==> config.mk <==
export PLATFORM = sky130hd
export DESIGN_NAME = servo_bus_register_slave_core
export DESIGN_NICKNAME = d
export VERILOG_FILES = /design/src/hdl/sbrs_pkg.sv /design/src/hdl/sbrs_regfile.sv /design/src/hdl/servo_bus_register_slave_core.sv
export SDC_FILE = /design/constraint.sdc
export NUM_CORES = 1
export LEC_CHECK = 0
export BUFFER_PORTS_ARGS = -buffer_cell sky130_fd_sc_hd__buf_2
export CAP_MARGIN = 20
export CORE_ASPECT_RATIO = 0.8
export CORE_MARGIN = 1.5
export CORE_UTILIZATION = 41
export DETAILED_ROUTE_END_ITERATION = 12
export MAX_ROUTING_LAYER = met4
export SYNTH_ARGS = -nofsm -noshare
export SYNTH_HDL_FRONTEND = slang
export SYNTH_SLANG_ARGS = --single-unit
==> constraint.sdc <==
create_clock -name clock -period 8.2 [get_ports clock]
set_input_delay 1.64 -clock clock [delete_from_list [all_inputs] [get_ports clock]]
set_output_delay 1.64 -clock clock [all_outputs]
set_load 0.05 [all_outputs]
==> src/hdl/sbrs_pkg.sv <==
// sbrs_pkg: shared types and fixed constants of the servo bus register slave
// no dependencies; imported by sbrs_regfile, servo_bus_register_slave_core, sbrs_status_checker and the testbench

package sbrs_pkg;

   // sequencer states, one-hot
   typedef enum logic [4:0] {
      S_IDLE   = 5'b00001,
      S_HDR    = 5'b00010,
      S_DATA   = 5'b00100,
      S_SUM    = 5'b01000,
      S_COMMIT = 5'b10000
   } seq_state_type;

   // request kinds carried in req_tuser
   localparam logic ACTION_READ  = 1'b0;
   localparam logic ACTION_WRITE = 1'b1;

   // csr register indexes
   localparam logic [1:0] CSR_DEVICE_ID   = 2'd0;
   localparam logic [1:0] CSR_MODEL_LOW   = 2'd1;
   localparam logic [1:0] CSR_MODEL_HIGH  = 2'd2;
   localparam logic [1:0] CSR_FW_VERSION  = 2'd3;

   // read-only table addresses
   localparam int ADDR_MODEL_LOW  = 0;
   localparam int ADDR_MODEL_HIGH = 1;
   localparam int ADDR_FW_VERSION = 2;
   localparam int ADDR_DEVICE_ID  = 3;

   // packet framing
   localparam logic [7:0] SYNC_BYTE       = 8'hff;
   localparam logic [7:0] STATUS_BASE_LEN = 8'd2;
   localparam logic [7:0] NO_ERROR        = 8'd0;

   // header byte positions
   localparam logic [2:0] HDR_SYNC0 = 3'd0;
   localparam logic [2:0] HDR_SYNC1 = 3'd1;
   localparam logic [2:0] HDR_ID    = 3'd2;
   localparam logic [2:0] HDR_LEN   = 3'd3;
   localparam logic [2:0] HDR_ERR   = 3'd4;

   // bounded writable entries (timeouts) and their legal range
   localparam int         BOUNDED_COUNT = 3;
   localparam logic [7:0] BOUND_LO      = 8'd10;
   localparam logic [7:0] BOUND_HI      = 8'd254;

   // reset value of device id
   localparam logic [7:0] DEVICE_ID_RESET = 8'd253;

endpackage

==> src/hdl/sbrs_regfile.sv <==
// sbrs_regfile: writable register table, one write and one registered read port
// entries not yet written read as their reset defaults; uses sbrs_pkg

module sbrs_regfile
   import sbrs_pkg::*;
#(
   parameter int DEPTH          = 12,
   parameter int DFLT_LINK      = 0,
   parameter int DFLT_SEND      = 0,
   parameter int DFLT_RECEIVE   = 0,
   localparam int MEM_DEPTH     = (DEPTH > 0) ? DEPTH : 1,
   localparam int OFF_W         = (MEM_DEPTH > 1) ? $clog2(MEM_DEPTH) : 1
) (
   input  logic             clock,
   input  logic             reset,
   input  logic             wr_en,
   input  logic [OFF_W-1:0] wr_off,
   input  logic [7:0]       wr_data,
   input  logic [OFF_W-1:0] rd_off,
   output logic [7:0]       rd_data
);

   logic [7:0]           mem [MEM_DEPTH];
   logic [MEM_DEPTH-1:0] valid_ff;
   logic [7:0]           rd_data_ff;

   // reset value of an entry
   function automatic logic [7:0] dflt(input logic [OFF_W-1:0] off);
      logic [7:0] v;
      v = 8'd0;
      if (int'(off) == 0) begin
         v = 8'(DFLT_LINK);
      end else if (int'(off) == 1) begin
         v = 8'(DFLT_SEND);
      end else if (int'(off) == 2) begin
         v = 8'(DFLT_RECEIVE);
      end
      return v;
   endfunction

   // storage array, no reset
   always_ff @(posedge clock) begin
      if (wr_en) begin
         mem[wr_off] <= wr_data;
      end
   end

   // per-entry written marks
   always_ff @(posedge clock) begin
      if (reset) begin
         valid_ff <= '0;
      end else if (wr_en) begin
         valid_ff[wr_off] <= 1'b1;
      end
   end

   // registered read with default substitution
   always_ff @(posedge clock) begin
      rd_data_ff <= valid_ff[rd_off] ? mem[rd_off] : dflt(rd_off);
   end

   assign rd_data = rd_data_ff;

endmodule

==> src/hdl/servo_bus_register_slave_core.sv <==
// servo_bus_register_slave_core: register table of a servo bus adapter
// answers reads and staged writes with status packets; uses sbrs_pkg, sbrs_regfile
//
//   channel | direction | ports                  | payload
//   req     | in        | req_tvalid/tready      | tuser action; tdata start, count, data
//   rsp     | out       | rsp_tvalid/tready      | tdata status byte; tlast on checksum
//   csr     | in        | csr_wr_en              | csr_index, csr_wdata
//
// a read of n bytes answers a (6 + n)-byte packet, one packet byte per cycle while rsp
// does not stall, from the sequencer through the output register, data bytes fetched from the
// csr registers or the table ram. a write byte that is not the last is only staged; the last
// one answers a 6-byte status, preceded by a copy pass of the count bytes from the staging ram when the write is good.
// req_tready is high only while the sequencer is idle; a stalled rsp holds the
// sequencer. reset is synchronous; the table needs no clearing pass.

module servo_bus_register_slave_core
   import sbrs_pkg::*;
#(
   parameter int REG_COUNT               = 16,
   parameter int FIRST_WRITABLE          = 4,
   parameter int RANGE_ERROR_CODE        = 8,
   parameter int DEFAULT_LINK_TIMEOUT    = 0,
   parameter int DEFAULT_SEND_TIMEOUT    = 0,
   parameter int DEFAULT_RECEIVE_TIMEOUT = 0
) (
   input  logic        clock,
   input  logic        reset,
   // request channel
   input  logic        req_tvalid,
   output logic        req_tready,
   input  logic [23:0] req_tdata,   // start_addr [7:0], count [15:8], data_byte [23:16]
   input  logic        req_tuser,   // action
   // response channel
   output logic        rsp_tvalid,
   input  logic        rsp_tready,
   output logic [7:0]  rsp_tdata,   // out_byte [7:0]
   output logic        rsp_tlast,
   // configuration
   input  logic        csr_wr_en,
   input  logic [1:0]  csr_index,
   input  logic [7:0]  csr_wdata
);

   localparam int AW        = $clog2(REG_COUNT);
   localparam int CW        = $clog2(REG_COUNT + 1);
   localparam int DEPTH     = REG_COUNT - FIRST_WRITABLE;
   localparam int MEM_DEPTH = (DEPTH > 0) ? DEPTH : 1;
   localparam int OFF_W     = (MEM_DEPTH > 1) ? $clog2(MEM_DEPTH) : 1;

   // configuration registers
   logic [7:0] device_id_ff, model_low_ff, model_high_ff, fw_version_ff;

   // sequencer
   seq_state_type    state_ff, state_in;
   logic [2:0]       hcnt_ff, hcnt_in;
   logic [7:0]       len_ff, len_in;
   logic [7:0]       err_ff, err_in;
   logic [CW-1:0]    n_ff, n_in;
   logic [AW-1:0]    idx_ff, idx_in;
   logic [7:0]       sum_ff, sum_in;

   // write framing
   logic [7:0]       br_ff, br_in;
   logic [7:0]       waddr_ff, waddr_in;
   logic [7:0]       wtotal_ff, wtotal_in;
   logic             bad_ff, bad_in;

   // commit pass
   logic [OFF_W-1:0] coff_ff, coff_in;
   logic [CW-1:0]    ccnt_ff, ccnt_in;
   logic             pend_ff, pend_in;
   logic [OFF_W-1:0] pend_off_ff;
   logic [7:0]       stq_ff;
   logic [7:0]       stage_mem [MEM_DEPTH];

   // output register
   logic             rsp_tvalid_ff, rsp_tvalid_in;
   logic [7:0]       rsp_tdata_ff;
   logic             rsp_tlast_ff;

   // request fields and decode
   logic [7:0]       f_start, f_count, f_data;
   logic             req_fire, rd_err, first, w_done, w_ok, in_tab, byte_bad, bad_acc;
   logic             stg_we;
   logic [7:0]       wa_base, tot, br_next;
   logic [8:0]       wa;
   logic [OFF_W-1:0] stg_off;

   // emit path
   logic             out_free, emit, add_en;
   logic [7:0]       byte_sel, data_val, rd_data;
   logic [AW-1:0]    rd_addr;
   logic [OFF_W-1:0] rd_off;

   assign f_start  = req_tdata[7:0];
   assign f_count  = req_tdata[15:8];
   assign f_data   = req_tdata[23:16];
   assign req_tready = (state_ff == S_IDLE);
   assign req_fire = req_tvalid && req_tready;

   // read range check
   assign rd_err = (f_count == 8'd0) ||
                   (({1'b0, f_start} + {1'b0, f_count}) > 9'(REG_COUNT));

   // write byte placement and bounds
   assign first    = (br_ff == 8'd0);
   assign wa_base  = first ? f_start : waddr_ff;
   assign tot      = first ? f_count : wtotal_ff;
   assign wa       = {1'b0, wa_base} + {1'b0, br_ff};
   assign in_tab   = (wa >= 9'(FIRST_WRITABLE)) && (wa < 9'(REG_COUNT));
   assign stg_off  = OFF_W'(wa - 9'(FIRST_WRITABLE));
   assign byte_bad = in_tab && (wa < 9'(FIRST_WRITABLE + BOUNDED_COUNT)) &&
                     ((f_data < BOUND_LO) || (f_data > BOUND_HI));
   assign bad_acc  = (first ? 1'b0 : bad_ff) | byte_bad;
   assign br_next  = br_ff + 8'd1;
   assign w_done   = !(br_next < tot);
   assign w_ok     = (wa_base >= 8'(FIRST_WRITABLE)) &&
                     (({1'b0, wa_base} + {1'b0, tot}) <= 9'(REG_COUNT)) && !bad_acc;
   assign stg_we   = req_fire && (req_tuser == ACTION_WRITE) &&
                     !(first && f_count == 8'd0) && in_tab;

   // byte of the table at idx
   always_comb begin
      data_val = rd_data;
      if (int'(idx_ff) < FIRST_WRITABLE) begin
         if (int'(idx_ff) == ADDR_MODEL_LOW) begin
            data_val = model_low_ff;
         end else if (int'(idx_ff) == ADDR_MODEL_HIGH) begin
            data_val = model_high_ff;
         end else if (int'(idx_ff) == ADDR_FW_VERSION) begin
            data_val = fw_version_ff;
         end else if (int'(idx_ff) == ADDR_DEVICE_ID) begin
            data_val = device_id_ff;
         end else begin
            data_val = 8'd0;
         end
      end
   end

   // packet byte selection and checksum adder
   assign out_free = !rsp_tvalid_ff || rsp_tready;
   assign emit     = out_free &&
                     (state_ff == S_HDR || state_ff == S_DATA || state_ff == S_SUM);

   always_comb begin
      byte_sel = ~sum_ff;
      add_en   = 1'b0;
      unique case (state_ff)
         S_HDR: begin
            case (hcnt_ff)
               HDR_SYNC0, HDR_SYNC1: byte_sel = SYNC_BYTE;
               HDR_ID:               byte_sel = device_id_ff;
               HDR_LEN:              byte_sel = len_ff;
               default:              byte_sel = err_ff;
            endcase
            add_en = emit && (hcnt_ff >= HDR_ID);
         end
         S_DATA: begin
            byte_sel = data_val;
            add_en   = emit;
         end
         S_IDLE, S_SUM, S_COMMIT: byte_sel = ~sum_ff;
         default: byte_sel = ~sum_ff;
      endcase
   end

   // table read address runs one beat ahead while data streams
   assign rd_addr = (state_ff == S_DATA && emit) ? idx_ff + AW'(1) : idx_ff;
   assign rd_off  = OFF_W'({1'b0, rd_addr} - (AW + 1)'(FIRST_WRITABLE));

   // sequencer next state
   always_comb begin
      state_in  = state_ff;
      hcnt_in   = hcnt_ff;
      len_in    = len_ff;
      err_in    = err_ff;
      n_in      = n_ff;
      idx_in    = idx_ff;
      sum_in    = add_en ? sum_ff + byte_sel : sum_ff;
      br_in     = br_ff;
      waddr_in  = waddr_ff;
      wtotal_in = wtotal_ff;
      bad_in    = bad_ff;
      coff_in   = coff_ff;
      ccnt_in   = ccnt_ff;
      pend_in   = 1'b0;
      unique case (state_ff)
         S_IDLE: begin
            if (req_fire) begin
               hcnt_in  = HDR_SYNC0;
               sum_in   = 8'd0;
               n_in     = '0;
               len_in   = STATUS_BASE_LEN;
               err_in   = 8'(RANGE_ERROR_CODE);
               if (req_tuser == ACTION_READ) begin
                  state_in = S_HDR;
                  idx_in   = AW'(f_start);
                  if (!rd_err) begin
                     n_in   = CW'(f_count);
                     len_in = STATUS_BASE_LEN + f_count;
                     err_in = NO_ERROR;
                  end
               end else begin
                  if (first) begin
                     waddr_in  = f_start;
                     wtotal_in = f_count;
                  end
                  if (first && f_count == 8'd0) begin
                     // empty write: range error, nothing staged
                     state_in = S_HDR;
                  end else begin
                     bad_in = bad_acc;
                     if (!w_done) begin
                        br_in = br_next;
                     end else begin
                        br_in = 8'd0;
                        if (w_ok) begin
                           state_in = S_COMMIT;
                           coff_in  = OFF_W'({1'b0, wa_base} - 9'(FIRST_WRITABLE));
                           ccnt_in  = CW'(tot);
                           err_in   = NO_ERROR;
                        end else begin
                           state_in = S_HDR;
                        end
                     end
                  end
               end
            end
         end
         S_COMMIT: begin
            pend_in = 1'b1;
            coff_in = coff_ff + OFF_W'(1);
            ccnt_in = ccnt_ff - CW'(1);
            if (ccnt_ff == CW'(1)) begin
               state_in = S_HDR;
            end
         end
         S_HDR: begin
            if (emit) begin
               hcnt_in = hcnt_ff + 3'd1;
               if (hcnt_ff == HDR_ERR) begin
                  state_in = (n_ff != '0) ? S_DATA : S_SUM;
               end
            end
         end
         S_DATA: begin
            if (emit) begin
               idx_in = idx_ff + AW'(1);
               n_in   = n_ff - CW'(1);
               if (n_ff == CW'(1)) begin
                  state_in = S_SUM;
               end
            end
         end
         S_SUM: begin
            if (emit) begin
               state_in = S_IDLE;
            end
         end
         default: state_in = S_IDLE;
      endcase
   end

   assign rsp_tvalid_in = emit ? 1'b1 : (rsp_tready ? 1'b0 : rsp_tvalid_ff);

   // control registers
   always_ff @(posedge clock) begin
      if (reset) begin
         state_ff      <= S_IDLE;
         br_ff         <= 8'd0;
         waddr_ff      <= 8'd0;
         wtotal_ff     <= 8'd0;
         bad_ff        <= 1'b0;
         pend_ff       <= 1'b0;
         rsp_tvalid_ff <= 1'b0;
         hcnt_ff       <= HDR_SYNC0;
         n_ff          <= '0;
         ccnt_ff       <= '0;
      end else begin
         state_ff      <= state_in;
         br_ff         <= br_in;
         waddr_ff      <= waddr_in;
         wtotal_ff     <= wtotal_in;
         bad_ff        <= bad_in;
         pend_ff       <= pend_in;
         rsp_tvalid_ff <= rsp_tvalid_in;
         hcnt_ff       <= hcnt_in;
         n_ff          <= n_in;
         ccnt_ff       <= ccnt_in;
      end
   end

   // payload registers
   always_ff @(posedge clock) begin
      len_ff      <= len_in;
      err_ff      <= err_in;
      idx_ff      <= idx_in;
      sum_ff      <= sum_in;
      coff_ff     <= coff_in;
      pend_off_ff <= coff_ff;
      if (emit) begin
         rsp_tdata_ff <= byte_sel;
         rsp_tlast_ff <= (state_ff == S_SUM);
      end
   end

   // configuration registers
   always_ff @(posedge clock) begin
      if (reset) begin
         device_id_ff  <= DEVICE_ID_RESET;
         model_low_ff  <= 8'd0;
         model_high_ff <= 8'd0;
         fw_version_ff <= 8'd0;
      end else if (csr_wr_en) begin
         unique case (csr_index)
            CSR_DEVICE_ID:  device_id_ff  <= csr_wdata;
            CSR_MODEL_LOW:  model_low_ff  <= csr_wdata;
            CSR_MODEL_HIGH: model_high_ff <= csr_wdata;
            CSR_FW_VERSION: fw_version_ff <= csr_wdata;
            default:        device_id_ff  <= device_id_ff;
         endcase
      end
   end

   // staging ram: written per write beat, read by the commit pass
   always_ff @(posedge clock) begin
      if (stg_we) begin
         stage_mem[stg_off] <= f_data;
      end
      stq_ff <= stage_mem[coff_ff];
   end

   // writable table
   sbrs_regfile #(
      .DEPTH        (DEPTH),
      .DFLT_LINK    (DEFAULT_LINK_TIMEOUT),
      .DFLT_SEND    (DEFAULT_SEND_TIMEOUT),
      .DFLT_RECEIVE (DEFAULT_RECEIVE_TIMEOUT)
   ) u_regfile (
      .clock   (clock),
      .reset   (reset),
      .wr_en   (pend_ff),
      .wr_off  (pend_off_ff),
      .wr_data (stq_ff),
      .rd_off  (rd_off),
      .rd_data (rd_data)
   );

   assign rsp_tvalid = rsp_tvalid_ff;
   assign rsp_tdata  = rsp_tdata_ff;
   assign rsp_tlast  = rsp_tlast_ff;

   // checks
   a_commit_write_follows_pass: assert property (@(posedge clock) disable iff (reset)
      pend_ff |-> $past(state_ff == S_COMMIT))
      else $error("table write outside commit pass");

   a_data_has_bytes: assert property (@(posedge clock) disable iff (reset)
      (state_ff == S_DATA) |-> (n_ff != '0))
      else $error("data state with no bytes left");

   a_commit_has_bytes: assert property (@(posedge clock) disable iff (reset)
      (state_ff == S_COMMIT) |-> (ccnt_ff != '0))
      else $error("commit pass with no bytes left");

   a_write_in_frame: assert property (@(posedge clock) disable iff (reset)
      (br_ff != 8'd0) |-> (br_ff < wtotal_ff))
      else $error("write beat count beyond frame");

   a_header_index: assert property (@(posedge clock) disable iff (reset)
      (state_ff == S_HDR) |-> (hcnt_ff <= HDR_ERR))
      else $error("header index out of range");

endmodule

Word-level counts from Yosys, hierarchy flattened --
Memory sizes are Yosys's and may differ from the RTL's. A register that Yosys moved wholly into a read port is not among the register bits. Cells that the tools add are included.
Storage, ports and cells: register bits after elaboration 134, memory bits (writable) 192, input port bits 40, output and inout bits 11, logic and storage cells 203, memories kept 2
Memory list:
- stage_mem | words 12, bits a word 8, read ports 1, clocked after Yosys merged registers in 1, write ports 1, line servo_bus_register_slave_core.sv:74 | logic [7:0] stage_mem [MEM_DEPTH];
- u_regfile.mem | words 12, bits a word 8, read ports 1, clocked after Yosys merged registers in 1, write ports 1, line sbrs_regfile.sv:23 | logic [7:0] mem [MEM_DEPTH];
Cells by class: add/sub/neg operators 14, magnitude comparators 14, eq/ne operators 30, multiplexer cells 69, bitwise gates (word level) 4, reductions and logical operators 47
Operators by type and width (number):
- $mux 5 | 20
- $mux 8 | 12
- $mux 4 | 14
- $add 8x8->9 | 3
- $pmux 5 s5 | 1
- $pmux 8 s3 | 1
- $pmux 5 s2 | 2
- $logic_not 8->1 | 2
- $pmux 4 s2 | 2
- $pmux 8 s2 | 1
- $eq 5x1->1 const B | 3
- $logic_and 1x1->1 | 14
- $ne 2x2->1 const B | 7
- $or 12x12->12 | 1
- $sub 4x3->4 const B | 3
- $lt 4x5->1 const B | 2
- $mux 1 | 10
- $ne 2x1->1 const B | 5
- $reduce_and 2->1 | 5
- $sub 5x1->5 const B | 2
- $ge 9x3->1 const B | 1
- $gt 9x5->1 const B | 1
- $le 9x5->1 const B | 1
- $lt 9x3->1 const B | 1
- 45 further kinds | 64

Depth between registers and ports, before layout --
word-level depth 16, depth in mapped cells 22, gate-level depth less buffers 19

Modules after synthesis --
From an unflattened synthesis, not the netlist that was laid out.
Second synthesis, totals: cell total of the unflattened synthesis 1266, area total of the unflattened synthesis 15663.8 um2
Modules (own cells, without submodules):
- servo_bus_register_slave_core | times used 1, cells each 1031, area each 11229.5 um2, sequential area each 5605.4 um2
- sbrs_regfile | times used 1, cells each 235, area each 4434.3 um2, sequential area each 3283.1 um2

Worst setup path before layout --
No wires, ideal clock.
kind register to register, start point register idx_ff[0], end point register sum_ff[7], setup time 0.076 ns, data arrival time 4.465 ns, data required time 8.124 ns, path slack 3.658 ns, stages on the path, launching flop included 21, path buffers 3, period minus slack after synthesis 4.542 ns, cells stage by stage edfxtp_1 > clkbuf_1 > inv_1 > clkbuf_1 > buf_1 > ha_1 > nor3b_1 > a22oi_1 > nor2_1 > a21oi_1 > o211ai_1 > o21ai_0 > o221ai_1 > ha_1 > a21oi_1 > nor2b_1 > o31a_1 > o41ai_1 > xor2_1 > or3_1 > a21oi_1
Between the ends: longest elaborated chain between the ends 11, elaborated cells on any way between the ends 15, those cells by class 1 x add/sub; 1 x order compare; 3 x eq/ne; 9 x mux; 1 x reduce/logical
Ends and longest elaborated chain:
- start: declaration | line servo_bus_register_slave_core.sv:59 | logic [AW-1:0] idx_ff, idx_in;
- start signal: assignment | line servo_bus_register_slave_core.sv:297 | idx_ff <= idx_in;
- $eq 4x3->1 | line servo_bus_register_slave_core.sv:132 | end else if (int'(idx_ff) == ADDR_DEVICE_ID) begin
- $mux 8 | line servo_bus_register_slave_core.sv:132
- $mux 8 | line servo_bus_register_slave_core.sv:130 | end else if (int'(idx_ff) == ADDR_FW_VERSION) begin
- $mux 8 | line servo_bus_register_slave_core.sv:128 | end else if (int'(idx_ff) == ADDR_MODEL_HIGH) begin
- $mux 8 | line servo_bus_register_slave_core.sv:126 | if (int'(idx_ff) == ADDR_MODEL_LOW) begin
- $mux 8 (*) | line servo_bus_register_slave_core.sv:125 | if (int'(idx_ff) < FIRST_WRITABLE) begin
- $pmux 8 s2 (*) | line servo_bus_register_slave_core.sv:148 | unique case (state_ff)
- via byte_sel[1] | line servo_bus_register_slave_core.sv:91 | logic [7:0] byte_sel, data_val, rd_data;
- $add 8x8->8 (*) | line servo_bus_register_slave_core.sv:179 | sum_in = add_en ? sum_ff + byte_sel : sum_ff;
- $mux 8 (*) | line servo_bus_register_slave_core.sv:179
- $mux 8 | line servo_bus_register_slave_core.sv:189 | if (req_fire) begin
- $mux 8 (*) | line servo_bus_register_slave_core.sv:187 | unique case (state_ff)
- via sum_in[7] | line servo_bus_register_slave_core.sv:60 | logic [7:0] sum_ff, sum_in;
- end signal: assignment | line servo_bus_register_slave_core.sv:298 | sum_ff <= sum_in;
- end: declaration | line servo_bus_register_slave_core.sv:60
The timed path passes the listed nets; every way through them passes the cells marked *. A chain may end at the register's enable or synchronous reset.

Final worst setup path --
start point register idx_ff[1], end point register sum_ff[7]
Same word-level chain as after synthesis.

==> impl_metrics.tcl <==
set metrics [dict create \
    critPathLaunchType "flop" \
    fin_hold_ws_ns 0.478 \
    worst_ep_arrival_time_ns 5.31 \
    drive_above_1_share_pct 14.7 \
    p_total_uw 4520 \
    grt_max_degree 83 \
    dp.cells 1906 \
    vdd_ir_drop_max_v 0.000177 \
    finClkSkew_ns 0.0192 \
    multi_input_area_mm2 0.00720 \
    final-hold-violation-count 0 \
    async_flop_share_pct 0 \
    area_delta_synth_final_pct 11.5 \
    die_x_um 228 \
    path_clk_slew_ns 0.06 \
    power.leakage_uw 0.00687 \
    post_cts_buffers 0 \
    grt_pass1_vias 10800 \
    path_buf_inv 1 \
    cts.path.max_buffers 3 \
    cts_buffers 35 \
    final_area_mm2 0.0185 \
    reg2reg_depth 17 \
    ys_top_cells_by_area "edfxtp_1 40%, dfxtp_1 14%, mux2i_1 9.1%" \
    routed_wl_um 38900 \
    via_count 11000 \
    min_from "sum_ff[4]" \
    core_area_mm2 0.0396 \
    required_ns 8.65 \
    ctsHtreeMaxLevel 2 \
    crit_path_max_incr_delay_ns 0.79 \
    std_cell_rows 65 \
    fmax_mhz 206 \
    setup_tns_ns 0 \
    placed_area_mm2 0.0173 \
    n_antenna_cell 0 \
    initial_core_util_pct 41.8 \
    drt-vias-per-instance 5.54 \
    final_cell_count_no_fill 1976 \
    cp_top_family "compound AO/OA/AOI/OAI gates" \
    synth_flop_cell "edfxtp_1" \
    path_cells "ha_1 > nor3b_1 > clkbuf_2 > a22oi_1 > nor2_1 > a21oi_1 > o211ai_1 > o21ai_0 > o221ai_1 > ha_1 > a21oi_1 > nor2b_1 > o31a_1 > o41ai_1 > xor2_1 > or3_1 > a21oi_1" \
    fp.dieH_um 183 \
    antenna_left 0 \
    overflow 0 \
    layout.area.seq_mm2 0.00889 \
    outcome "finished, final reports clean" \
    synth_edf_count 218 \
    rsz0062_at_grt "no" \
    setup-violations-final 0 \
    fin_crit_sh_pct 59.2 \
    drt_iter0_markers 779 \
    cts_tree "built" \
    crit_type "reg -> reg" \
    p_per_area_mw_per_mm2 245 \
    synth_fp_nets 1470 \
    crit_top_cell "a21oi_1" \
    drc_errors 0 \
    slew_headroom_pct 31.1 \
    grt_usage_pct 19.3 \
    syn_area_mm2 0.0166 \
    synth_top_area_cell "edfxtp_1" \
    worstMarginPinSlew_ns 1.03 \
    synthCells 1368 \
    hpwl_um 26200 \
    finalWeightedCongestion 0.819 \
    fillerInstances 3637 \
    port_buffers 50 \
    io_pins 51 \
    r2r-end "sum_ff[7]" \
    hold_buffers 0 \
    synth-seq-cells 335 \
    synth_top_area_share_pct 39.5 \
    hold_path_depth 2 \
    top_regs "stage_mem (96), u_regfile.mem (96), u_regfile.valid_ff (12)" \
    synthDistinctLibCells 86 \
    cts_resized 0 \
    layout_min_cycle_time_ns 4.86 \
    hold_class "reg -> reg" \
    grt_pass1_wl_um 61600 \
    wl_per_cell_um 19.7 \
    layout.nets 1515 \
    first_pass_iters 5 \
    cts-root-buf "clkbuf_16" \
    clkSinkCount 335 \
    min_to "sum_ff[4]" \
    max_cap_violations 0 \
    synth_area_per_cell_um2 12.1 \
    die-area_mm2 0.0416 \
    worst-r2r-setup-slack_ns 3.34 \
    slowest_stage "edfxtp_1" \
    end_kind "flop" \
    drv_slew 0 \
    seq_area_frac_synth_pct 53.6 \
    clk_latency_ns 0.53 \
    grt_antenna_before_repair 0 \
    r2r-start "idx_ff[1]" \
    yosys_warnings 0 \
    cp_max_fo 13 \
]
-- logic make-up after synthesis --
logic type	Yosys count	synth area share (%)
AO/OA/AOI/OAI	226	9.41
XOR/XNOR	29	1.53
adder cells (fa/ha/maj)	62	4.86
buffers and inverters	111	3.01
flip-flops	335	53.6
multiplexers	203	15.9
AND/OR/NAND/NOR	402	11.6
-- report_power, final --
group	internal [uW]	total [uW]	leakage, uW	switching [uW]
combinational	406	1040	0.00342	637
sequential	1880	1940	0.00291	65.7
clock	875	1540	0.000546	662
total	3160	4520	0.00687	1370
-- stage by stage --
step	setup WS, ns	utilization, %
floorplan	3.66	-
global placement	3.03	43.7
detailed placement	2.89	43.7
CTS	3.16	46.5
global route	2.97	46.6
finish	3.34	46.6
-- worst max-delay path by stage --
stage	start	end	slack [ns]	cells past startpoint
3_5_place_dp	req_tdata[1]	stage_mem[10][4]	2.89	13
6_report	idx_ff[1]	sum_ff[7]	3.34	17
2_1_floorplan	idx_ff[0]	sum_ff[7]	3.66	20
5_1_grt	br_ff[1]	stage_mem[5][0]	2.97	16
4_1_cts	br_ff[1]	stage_mem[6][3]	3.16	16
3_3_place_gp	req_tdata[1]	stage_mem[10][4]	3.03	13
-- per-layer routing --
| metal | track usage [%] | routed length (um) | vias up |
|---|---|---|---|
| li1 | - | - | 5253 |
| met1 | 28.2 | 19200 | 5415 |
| met2 | 28.7 | 17200 | 248 |
| met3 | 2.64 | 2020 | 39 |
| met4 | 3.52 | 470 | 0 |
| met5 | - | 0 | - |
-- worst reg2reg max path: cells and delay by family, from the launching register on --
| kind | cells | cell delay (ns) |
|---|---|---|
| compound gates | 9 | 1.76 |
| xor+xnor | 1 | 0.14 |
| fa+ha+maj | 2 | 0.68 |
| buf+inv | 1 | 0.28 |
| flops | 1 | 0.79 |
| simple gates | 4 | 1.14 |
-- final cells by class --
type	instances	share of cell area [%]
repair buffers	76	2.41
clock buffers	48	5.28
multi-input cells	922	39.0
well taps	536	3.63
flip-flops and latches	335	48.1
clock inverters	16	0.704
inverters	43	0.874
-- cell usage after synthesis, drive strengths merged (14+ instances only) --
library cell,number
inv,42
xor2,15
mux2i,150
ha,58
xnor2,14
nand2,91
edfxtp,218
nor2b,15
nor2,144
mux4,48
o21ai,36
nor3,32
nand3,35
dfxtp,117
a211oi,20
clkbuf,45
buf,22
a21oi,61
o211ai,14
-- placed cells by master (no fill, tap or decap), types with 10 or more instances in the layout --
cell,count
a211oi_1,20
a21oi_1,60
a31oi_1,10
buf_2,52
buf_4,21
clkbuf_16,36
dfxtp_1,117
edfxtp_1,218
ha_1,57
inv_1,42
mux2i_1,150
mux4_2,48
nand2_1,91
nand3_1,35
nand3b_1,10
nor2_1,144
nor2b_1,15
nor3_1,30
nor4_1,10
o211ai_1,14
o21ai_0,33
xnor2_1,14
xor2_1,15
(Power assumes the default switching activity.)
